--- src/rtl/cstc_pkg.sv ---
// cstc_pkg: shared types and constants for the charset table classifier
// depends on nothing; used by cstc_accum and charset_table_classifier
package cstc_pkg;

  typedef enum logic [1:0] {
    FAM_ASCII   = 2'd0,
    FAM_EBCDIC  = 2'd1,
    FAM_UNKNOWN = 2'd2
  } fam_t;

  typedef enum logic {
    FUNC_ENTRY  = 1'b0,
    FUNC_FINISH = 1'b1
  } func_t;

  localparam logic [1:0] KIND_ROUNDTRIP = 2'd0;

  // private use ranges
  localparam logic [23:0] PUA_BMP_LO = 24'h00e000;
  localparam logic [23:0] PUA_BMP_HI = 24'h00f8ff;
  localparam logic [23:0] PUA_SUP_LO = 24'h0f0000;
  localparam logic [23:0] PUA_SUP_HI = 24'h10ffff;

  localparam logic [6:0] ASCII_GRAPHIC_COUNT = 7'd94;
  localparam logic [6:0] ASCII_COUNT_MAX     = 7'd127;

  localparam logic [15:0] DBCS_MIN_RESET = 16'hffff;

  typedef struct packed {
    logic        func;
    logic [23:0] code_point;
    logic [1:0]  fallback_kind;
    logic [31:0] cp_bytes;
  } req_t;

  typedef struct packed {
    logic       family_error;
    logic       charset_family;
    logic [2:0] min_len;
    logic [2:0] max_len;
    logic       uses_private_area;
    logic       lf_variant;
    logic       ascii_variant;
    logic       control_variant;
    logic       sub_variant;
    logic       seven_bit;
  } rsp_t;

endpackage

--- src/rtl/cstc_accum.sv ---
// cstc_accum: running table statistics, one entry per cycle, and final report
// depends on cstc_pkg
module cstc_accum (
  input  logic          clk,
  input  logic          rst,
  input  logic          entry_en,
  input  logic          finish_en,
  input  cstc_pkg::req_t item,
  output cstc_pkg::rsp_t result
);

  logic [2:0]     min_length, min_length_next;
  logic [2:0]     max_length, max_length_next;
  logic [15:0]    min_double, min_double_next;
  logic [15:0]    max_double, max_double_next;
  logic [31:0]    ored_bytes, ored_bytes_next;
  logic [6:0]     ascii_count, ascii_count_next;
  cstc_pkg::fam_t family_guess, family_next;
  logic           private_seen, private_next;
  logic           lf_flag, lf_next;
  logic           ascii_flag, ascii_next;
  logic           control_flag, control_next;
  logic           sub_flag, sub_next;

  logic [23:0] u;
  logic [31:0] b;
  logic [2:0]  len;
  logic        roundtrip;
  logic        is_graphic;
  logic        is_control;
  logic        identity;
  logic        sub_case;

  // entry update
  always_comb begin
    u          = item.code_point;
    b          = item.cp_bytes;
    roundtrip  = (item.fallback_kind == cstc_pkg::KIND_ROUNDTRIP);
    identity   = ({8'd0, u} == b);
    is_graphic = (u >= 24'h21) && (u <= 24'h7e);
    is_control = (u < 24'h20) || (u == 24'h7f);
    sub_case   = ((u == 24'h1a) && (b == 32'h7f)) ||
                 ((u == 24'h1c) && (b == 32'h1a)) ||
                 ((u == 24'h7f) && (b == 32'h1c));

    min_length_next  = min_length;
    max_length_next  = max_length;
    min_double_next  = min_double;
    max_double_next  = max_double;
    ascii_count_next = ascii_count;
    family_next      = family_guess;
    private_next     = private_seen;
    lf_next          = lf_flag;
    ascii_next       = ascii_flag;
    control_next     = control_flag;
    sub_next         = sub_flag;
    ored_bytes_next  = ored_bytes | b;

    if (b[31:8] == 24'd0) begin
      len = 3'd1;
    end else if (b[31:16] == 16'd0) begin
      len = 3'd2;
      if (b[15:0] < min_double) min_double_next = b[15:0];
      if (b[15:0] > max_double) max_double_next = b[15:0];
    end else if (b[31:24] == 8'd0) begin
      len = 3'd3;
    end else begin
      len = 3'd4;
    end
    if (len < min_length) min_length_next = len;
    if (len > max_length) max_length_next = len;

    if (((u >= cstc_pkg::PUA_BMP_LO) && (u <= cstc_pkg::PUA_BMP_HI)) ||
        ((u >= cstc_pkg::PUA_SUP_LO) && (u <= cstc_pkg::PUA_SUP_HI))) begin
      private_next = 1'b1;
    end

    if (roundtrip) begin
      if (u == 24'h41) begin
        if (b == 32'h41) family_next = cstc_pkg::FAM_ASCII;
        else if (b == 32'hc1) family_next = cstc_pkg::FAM_EBCDIC;
      end else if (u == 24'h0a) begin
        if (b == 32'h0a) begin
          family_next = cstc_pkg::FAM_ASCII;
        end else if (b == 32'h25) begin
          family_next = cstc_pkg::FAM_EBCDIC;
          lf_next     = 1'b0;
        end else if (b == 32'h15) begin
          family_next = cstc_pkg::FAM_EBCDIC;
          lf_next     = 1'b1;
        end
      end

      if (is_graphic) begin
        if (identity) begin
          if (ascii_count < cstc_pkg::ASCII_COUNT_MAX) ascii_count_next = ascii_count + 7'd1;
        end else begin
          ascii_next = 1'b1;
        end
      end else if (is_control && !identity) begin
        if (sub_case) begin
          family_next = cstc_pkg::FAM_ASCII;
          sub_next    = 1'b1;
        end else begin
          control_next = 1'b1;
        end
      end
    end
  end

  always_ff @(posedge clk) begin
    if (rst || finish_en) begin
      min_length   <= 3'd4;
      max_length   <= 3'd0;
      min_double   <= cstc_pkg::DBCS_MIN_RESET;
      max_double   <= 16'd0;
      ored_bytes   <= 32'd0;
      ascii_count  <= 7'd0;
      family_guess <= cstc_pkg::FAM_UNKNOWN;
      private_seen <= 1'b0;
      lf_flag      <= 1'b0;
      ascii_flag   <= 1'b0;
      control_flag <= 1'b0;
      sub_flag     <= 1'b0;
    end else if (entry_en) begin
      min_length   <= min_length_next;
      max_length   <= max_length_next;
      min_double   <= min_double_next;
      max_double   <= max_double_next;
      ored_bytes   <= ored_bytes_next;
      ascii_count  <= ascii_count_next;
      family_guess <= family_next;
      private_seen <= private_next;
      lf_flag      <= lf_next;
      ascii_flag   <= ascii_next;
      control_flag <= control_next;
      sub_flag     <= sub_next;
    end
  end

  // final rules
  cstc_pkg::fam_t fam;
  cstc_pkg::fam_t dbcs_fam;
  logic           err;
  logic           sbcs;

  always_comb begin
    if (((min_double >= 16'h2020) && (min_double <= 16'h217e) && (max_double <= 16'h7e7e)) ||
        ((min_double >= 16'ha0a0) && (min_double <= 16'ha1fe) && (max_double <= 16'hfefe)) ||
        ((min_double >= 16'h8140) && (min_double <= 16'h81fe) && (max_double <= 16'hfefe))) begin
      dbcs_fam = cstc_pkg::FAM_ASCII;
    end else if (((min_double == 16'h4040) ||
                  ((min_double >= 16'h4141) && (min_double <= 16'h41fe))) &&
                 (max_double <= 16'hfefe)) begin
      dbcs_fam = cstc_pkg::FAM_EBCDIC;
    end else begin
      dbcs_fam = cstc_pkg::FAM_UNKNOWN;
    end

    case (family_guess)
      cstc_pkg::FAM_ASCII:  fam = cstc_pkg::FAM_ASCII;
      cstc_pkg::FAM_EBCDIC: fam = cstc_pkg::FAM_EBCDIC;
      default: begin
        if ((min_length == 3'd2) && (max_length == 3'd2)) fam = dbcs_fam;
        else fam = cstc_pkg::FAM_UNKNOWN;
      end
    endcase

    err  = (fam == cstc_pkg::FAM_UNKNOWN);
    sbcs = (min_length == 3'd1);

    result.family_error      = err;
    result.charset_family    = (fam == cstc_pkg::FAM_EBCDIC);
    result.min_len           = min_length;
    result.max_len           = max_length;
    result.uses_private_area = private_seen;
    result.seven_bit         = (ored_bytes[31:7] == 25'd0);
    if ((fam == cstc_pkg::FAM_ASCII) && sbcs) begin
      result.ascii_variant   = ascii_flag || (ascii_count != cstc_pkg::ASCII_GRAPHIC_COUNT);
      result.control_variant = control_flag;
      result.sub_variant     = sub_flag;
    end else begin
      result.ascii_variant   = 1'b0;
      result.control_variant = 1'b0;
      result.sub_variant     = 1'b0;
    end
    result.lf_variant = (fam == cstc_pkg::FAM_EBCDIC) && sbcs && lf_flag;
  end

endmodule

--- src/rtl/charset_table_classifier.sv ---
// charset_table_classifier: top level, input register, accumulator and result register
// depends on cstc_pkg and cstc_accum
// an entry is folded into the running state in the cycle after its acceptance;
//   a finish passes through the input register and then the result register
// throughput: one transaction per cycle while no finish is blocked, set by the accumulator update;
//   a finish waits in the input register only while an earlier result is still held
// reset (rst, synchronous, active high) empties both registers and restores the state
module charset_table_classifier (
  input  logic           clk,
  input  logic           rst,
  input  logic           req_valid,
  output logic           req_stall,
  input  cstc_pkg::req_t req,
  output logic           rsp_valid,
  input  logic           rsp_stall,
  output cstc_pkg::rsp_t rsp
);

  // input register
  logic           q_valid, q_valid_next;
  cstc_pkg::req_t q;

  // accumulator handshake
  logic           req_fire;
  logic           entry_fire;
  logic           finish_fire;
  logic           advance;
  cstc_pkg::rsp_t result;

  // an entry always drains; a finish needs the result register free (or leaving)
  assign entry_fire  = q_valid && (q.func == cstc_pkg::FUNC_ENTRY);
  assign finish_fire = q_valid && (q.func == cstc_pkg::FUNC_FINISH) &&
                       (!rsp_valid || !rsp_stall);
  assign advance     = entry_fire || finish_fire;

  // the input register stays open while a result waits, unless it holds a finish, so a new
  // transaction can be taken behind it
  assign req_stall = q_valid && !advance;
  assign req_fire  = req_valid && !req_stall;

  always_comb begin
    q_valid_next = q_valid;
    if (req_fire) q_valid_next = 1'b1;
    else if (advance) q_valid_next = 1'b0;
  end

  always_ff @(posedge clk) begin
    if (rst) begin
      q_valid <= 1'b0;
    end else begin
      q_valid <= q_valid_next;
    end
  end

  // payload register, no reset needed
  always_ff @(posedge clk) begin
    if (req_fire) begin
      q <= req;
    end
  end

  cstc_accum u_accum (
    .clk       (clk),
    .rst       (rst),
    .entry_en  (entry_fire),
    .finish_en (finish_fire),
    .item      (q),
    .result    (result)
  );

  // result register
  always_ff @(posedge clk) begin
    if (rst) begin
      rsp_valid <= 1'b0;
    end else if (finish_fire) begin
      rsp_valid <= 1'b1;
    end else if (!rsp_stall) begin
      rsp_valid <= 1'b0;
    end
  end

  always_ff @(posedge clk) begin
    if (finish_fire) begin
      rsp <= result;
    end
  end

  // a finish always produces a result in the next cycle
  a_finish_result: assert property (@(posedge clk) disable iff (rst)
    finish_fire |=> rsp_valid)
    else $error("finish did not produce a result");

  // a held result is never overwritten
  a_result_held: assert property (@(posedge clk) disable iff (rst)
    (rsp_valid && rsp_stall) |=> (rsp_valid && $stable(rsp)))
    else $error("held result changed");

  // the input side only stalls behind a blocked finish
  a_stall_cause: assert property (@(posedge clk) disable iff (rst)
    req_stall |-> (q_valid && (q.func == cstc_pkg::FUNC_FINISH) && rsp_valid && rsp_stall))
    else $error("input stalled without a blocked finish");

  // the running state is cleared after a finish
  a_state_cleared: assert property (@(posedge clk) disable iff (rst)
    finish_fire |=> ((result.min_len == 3'd4) && (result.max_len == 3'd0) &&
                     result.family_error))
    else $error("state not cleared after finish");

endmodule
--- config.mk ---
export PLATFORM = sky130hd
export DESIGN_NAME = charset_table_classifier
export DESIGN_NICKNAME = d
export VERILOG_FILES = /design/src/rtl/cstc_pkg.sv /design/src/rtl/cstc_accum.sv /design/src/rtl/charset_table_classifier.sv
export SDC_FILE = /design/constraint.sdc
export NUM_CORES = 1
export LEC_CHECK = 0
export ABC_CLOCK_PERIOD_IN_PS = 3000
export BUFFER_PORTS_ARGS = -buffer_cell sky130_fd_sc_hd__buf_2
export CORE_MARGIN = 2
export CORE_UTILIZATION = 59
export CTS_BUF_LIST = sky130_fd_sc_hd__clkbuf_8 sky130_fd_sc_hd__clkbuf_16
export DETAILED_ROUTE_END_ITERATION = 7
export PLACE_DENSITY = 0.79
export SYNTH_ARGS = -nofsm -noshare
export SYNTH_HDL_FRONTEND = slang
export SYNTH_HIERARCHICAL = 1
export SYNTH_SLANG_ARGS = --single-unit
--- constraint.sdc ---
create_clock -name clk -period 3 [get_ports clk]
set_input_delay 0.15 -clock clk [delete_from_list [all_inputs] [get_ports clk]]
set_output_delay 0.15 -clock clk [all_outputs]
set_load 0.02 [all_outputs]
==> After elaboration in Yosys (flattened, before gate mapping) <==
Cells that the tools add are included.
{ "totals": {"in_bits": 63, "ff_bits": 159, "out_inout_bits": 16} }
{ "classes": {"add_sub_neg": 1, "mux": 23, "n_eq_ne": 23, "bitwise": 8, "reduce_logical": 60, "order_cmp": 22} }
{ "ops": {"columns": ["operator", "n"], "rows": [
  ["$eq 32x5->1 const B", 3],
  ["$eq 32x7->1 const B", 2],
  ["$eq 24x5->1 const B", 2],
  ["$eq 24x7->1 const B", 2],
  ["$le 16x16->1 const B", 3],
  ["$eq 24x32->1", 1],
  ["$eq 32x4->1 const B", 1],
  ["$eq 32x6->1 const B", 1],
  ["$eq 32x8->1 const B", 1],
  ["$ge 16x16->1 const B", 2],
  ["$le 16x15->1 const B", 2],
  ["$or 32x32->32", 1],
  ["$mux 2", 13],
  ["$logic_not 25->1", 1],
  ["$eq 24x4->1 const B", 1],
  ["$ge 24x16->1 const B", 1],
  ["$ge 24x20->1 const B", 1],
  ["$ge 24x6->1 const B", 1],
  ["$le 24x16->1 const B", 1],
  ["$le 24x21->1 const B", 1],
  ["$le 24x7->1 const B", 1],
  ["$logic_and 1x1->1", 24],
  ["$logic_not 24->1", 1],
  ["$lt 24x6->1 const B", 1],
  ["30 further kinds", 69]
]} }

==> Longest topological paths before layout <==
{ "logic_depth": {"depth_word": 11, "ltp_mapped": 10} }

==> By module <==
The synthesis kept the hierarchy.
{ "by_module_without_submodules": {"columns": ["mod", "area_each_um2", "cells_per_inst", "instances"], "rows": [
  ["cstc_accum", 4913.5, 620, 1],
  ["charset_table_classifier", 2288.4, 85, 1]
]} }

==> Worst setup path after synthesis <==
Ideal clock, no wire load.
{ "synth_path": {"kind": "register to register", "from": "register q[50] (netlist bit)", "to": "register u_accum.ascii_count[3]", "arrival_time_ns": 2.451, "setup_slack_ns": 0.479, "path_buffers": 1, "stages_incl_launch_ff": 8, "setup_time_ns": 0.070, "path_cell_list": "edfxtp_1 -> or4_4 -> or4_4 -> nor4_4 -> nand4_2 -> buf_6 -> or3_1 -> a21oi_1"} }
{ "synth_via": {"elab_chain_cells": 3, "word_cells_on_any_way": 5, "classes_between": "order compare (2); eq/ne (1); reduce/logical (2)"} }
{ "synth_rtl": {"columns": ["element", "line_no", "source"], "rows": [
  ["start: declaration", "charset_table_classifier.sv:21", "cstc_pkg::req_t q;"],
  ["start signal: assignment", "charset_table_classifier.sv:58", "q <= req;"],
  ["$ge 24x6->1 / $le 24x7->1 (equally long branches)", "cstc_accum.sv:40", "is_graphic = (u >= 24'h21) && (u <= 24'h7e);"],
  ["$logic_and 1x1->1", "cstc_accum.sv:40", null],
  ["$reduce_and 5->1 (no source line) *", null, null],
  ["end signal: assignment", "cstc_accum.sv:131", "ascii_count <= ascii_count_next;"],
  ["end: declaration", "cstc_accum.sv:17", "logic [6:0] ascii_count, ascii_count_next;"]
]} }
Every way passes the cells marked *; elsewhere a longest branch is shown, timed or not.
A chain may end at the register's enable or synchronous reset.

==> Worst setup path after layout <==
{ "layout_path": {"from": "register q[22] (netlist bit)", "to": "register u_accum.max_length[0]"} }
{ "layout_via": {"elab_chain_cells": 5, "word_cells_on_any_way": 6, "classes_between": "order compare (1); mux (2); reduce/logical (3)"} }
{ "layout_rtl": {"columns": ["element", "line_no", "source"], "rows": [
  ["$logic_not 16->1", "cstc_accum.sv:61", "end else if (b[31:16] == 16'd0) begin"],
  ["$mux 3", "cstc_accum.sv:61", null],
  ["$mux 3 *", "cstc_accum.sv:59", "if (b[31:8] == 24'd0) begin"],
  ["named net u_accum.len[1]", "cstc_accum.sv:27", "logic [2:0] len;"],
  ["$gt 3x3->1 *", "cstc_accum.sv:71", "if (len > max_length) max_length_next = len;"],
  ["$reduce_and 2->1 (no source line) *", null, null],
  ["end signal: assignment", "cstc_accum.sv:127", "max_length <= max_length_next;"],
  ["end: declaration", "cstc_accum.sv:13", "logic [2:0] max_length, max_length_next;"]
]} }
Mark *: on every way through the listed nets, which the timed path passes. The rest lies on a longest branch.

==> key figures <==
Outcome
  – Status: finished, final reports clean

Drt
  – Highest metal used: met4
  – Vias: about 6300
  – Post-Route WL: between 15000 and 20000 µm
  – TritonRoute pass-1 iters: 8
  – Met3 Wirelength: 1462 µm
  – ANT nets after route: 0
  – DRC: 0
  – Met2 routed WL: 9647 µm
  – Vias per inst: around 6.2
  – DRT met1 WL: 7781 µm
  – Initial drt markers: between 500 and 600
  – Wirelength per Cell: 19.39 µm

Yosys
  – Synth top area cells: edfxtp_1 30%, dfxtp_1 22%, ha_1 6.6%
  – Distinct cell type count after synthesis: 63
  – Synth Flop Type: dfxtp_1
  – Area fraction of the dominant cell type after synthesis: just over 30%
  – Dominant cell type by area after synthesis: edfxtp_1
  – Mapped cell area: slightly above 7000 µm²
  – Syn Nets: 806
  – Seq cells post-synth: between 150 and 200
  – EDFF count, synth: between 70 and 80
  – Yosys warnings: 6
  – Synth Instances: 705
  – Average cell area after synthesis: around 10 µm²
  – Register area share after synthesis: between 50% and 60%
  – Async set-reset flop share out of synthesis: 0%

Clock tree
  – Worst skew pair latency: around 0.43 ns
  – Clock transition at path regs: ~0.060 ns
  – Htree depth: 4
  – Clk buf depth: 2
  – CTS root buffer: clkbuf_16
  – Setup bufs post-CTS: 0
  – TritonCTS clock tree: done
  – CTS sink count: between 150 and 200
  – Number of buffers created by CTS: 17

Critical path
  – Critical Path Fanout Max: 4
  – Setup crit start kind: flip-flop
  – WP data required: approximately 3.3 ns
  – Crit path capture type: flip-flop
  – Crit path kind: flip-flop to flip-flop
  – Critical R2R Launch: q[22]$_DFFE_PP_
  – CP startpoint: q[22]$_DFFE_PP_
  – Critical Path AT: ~3.2 ns

Timing
  – Layout Skew: 0.007079 ns
  – Final setup violation count: 0
  – Final setup TNS: 0 ns
  – Final Slew Violations: 0
  – Final min period: 2.869 ns
  – Top achievable clock speed: roughly 350 MHz
  – Slew headroom: 45.70%
  – Final Hold Viols: 0
  – Crit share post-route: between 90% and 100%
  – Unrepaired setup endpoints after global routing: false
  – Worst Tran Pin Value: about 0.81 ns

Power
  – Pwr per Cell Area: around 550 nW/µm²
  – Sw Share: between 20% and 30%
  – Pint: roughly 3800 µW
  – Maximum vdd drop: between 0.5 and 0.6 mV
  – Clock Power Share: a little under half
  – Reg power frac: a little under half
  – Switching power: between 1000 and 1500 µW
  – Comb pwr share: around 7%
  – Pleak: 0.003493 µW

Floorplanning
  – Die H: about 110 µm
  – Die area: approximately 13000 µm²
  – Initial Util: about three fifths
  – Rows: 40
  – Core Region: 11960 µm²
  – Ports: between 70 and 80
  – Die W: 114.5 µm

Layout
  – Nets: between 900 and 1000
  – Final Cell Area: ~9000 µm²
  – Area Growth Syn to Fin: 25.57%
  – Number of antenna diodes: 0
  – Share of cells above drive strength 1: between 10% and 20%

Placement
  – Dpl cell area: 7771 µm²
  – GPL Wtd Cong: approximately 0.95
  – Port bufs: 78
  – Post-DP HPWL: about 12000 µm

Global route
  – Remaining Overflow, GRT: 0
  – Largest net degree at the start of global routing: 60
  – GRT Total Usage: 31.37%
  – Global-route wire length before repair: approximately 32000 µm
  – Initial antenna violation count: 0
  – Vias in the first global route: 6418

Worst hold path
  – HP Start: rsp_stall
  – Hold Crit Class: input pin to flip-flop

Flow run
  – Max_cap viols: 0
synthesized netlist by cell type, types with 15 or more instances:
library cell and number:
dfxtp_1 79, edfxtp_1 73, nor2_1 58, nand2_1 55, inv_1 45, nand3_1 45
a21oi_1 44, ha_1 38, xnor2_1 25, nand4_1 23, clkbuf_1 22, mux2i_1 22
o21ai_1 22, nor4_1 20, nor3_1 15
per-stage QoR:
step	instances	utilization, %	power, µW	hold WS (ns)	setup WS, ns
floorplan	705	-	2505	0.2191	0.4788
global placement	917	64.97	2612	0.3261	0.1745
detailed placement	917	64.97	2624	0.3281	0.08902
CTS	1011	75.43	4928	0.03698	0.1013
global route	1011	75.61	5069	0.07356	0.02608
finish	1011	75.61	4937	0.05827	0.1312
power groups by stage:
stage               clock [µW]  sequential, µW  combinational, µW
floorplan                    0            2340                169
global placement             0            2360                254
detailed placement           0            2360                264
CTS                       2280            2320                330
global route              2370            2330                374
finish                    2270            2320                346
final timing paths:
check	end	slack, ns	depth (start not counted)
max	u_accum/max_length[0]$_SDFFE_PP0P_	0.13	10
min	q_valid$_SDFFE_PP0P_	0.06	3
max reg2reg	u_accum/max_length[0]$_SDFFE_PP0P_	0.13	10
min reg2reg	rsp[11]$_DFFE_PP_	0.44	0
cells in the final DEF (no fill, tap or decap), drive strengths merged, types with 25 or more instances in the layout:
cell          n
inv          48
a21oi        44
nand2        56
dlygate4sd3  62
nor2         58
xnor2        25
ha           38
buf          94
o21ai        31
edfxtp       73
nand3        45
dfxtp        79
nand4        25
logic make-up (layout without fill, tap and decap cells):
group / Yosys count / after routing / synth area share [%]
DFF: 152 / 152 / 52.40
xor gates and xnor gates: 26 / 26 / 3.162
buffers and inverters: 74 / 233 / 4.135
and+or+nand+nor: 267 / 267 / 19.63
muxes: 23 / 23 / 3.214
adders and majority gates: 38 / 38 / 6.602
AOI/OAI and AO/OA: 125 / 125 / 10.86
metal layers:
metal / vias up / global-route usage, %
met3: 68 / 6.776
met1: 2976 / 38.41
met2: 335 / 51.87
met5: - / 0
met4: 0 / 16.91
li1: 2882 / -
critical path: stages, from the launching register on:
cell and delay [ns]:
edfxtp_1 0.43, or4_1 0.60, or2_1 0.27, nor2_1 0.10
nor2_1 0.11, ha_1 0.35, nor2b_1 0.17, o21ai_0 0.13
a21oi_2 0.28, mux2i_1 0.23, nor2_1 0.05
cell type report:
cell class,instances,area (µm²)
fillers,723,2918
repair buffers,156,1131
inverters,45,168.9
clock buffers,17,425.4
multi-input cells,479,3162
flip-flops and latches,152,3774
clock inverters,15,198.9
well taps,147,183.9
what timing repair did:
action,4_1_cts,5_1_grt
endpoints found under the hold margin,61,0
hold buffers,62,0
gates resized for setup,1,4
pin swaps,0,0
endpoints found under the setup margin,3,11
flip-flops by register name, summed over array words and instances (netlist names):
signal / flops
u_accum/lf_flag: 1
u_accum/ascii_count: 7
u_accum/max_length: 3
u_accum/sub_flag: 1
u_accum/min_length: 3
u_accum/private_seen: 1
u_accum/ascii_flag: 1
u_accum/family_guess: 2
u_accum/control_flag: 1
q: 59
u_accum/min_double: 16
rsp_valid: 1
rsp: 14
u_accum/max_double: 16
u_accum/ored_bytes: 25
q_valid: 1
(Power assumes the default switching activity.)
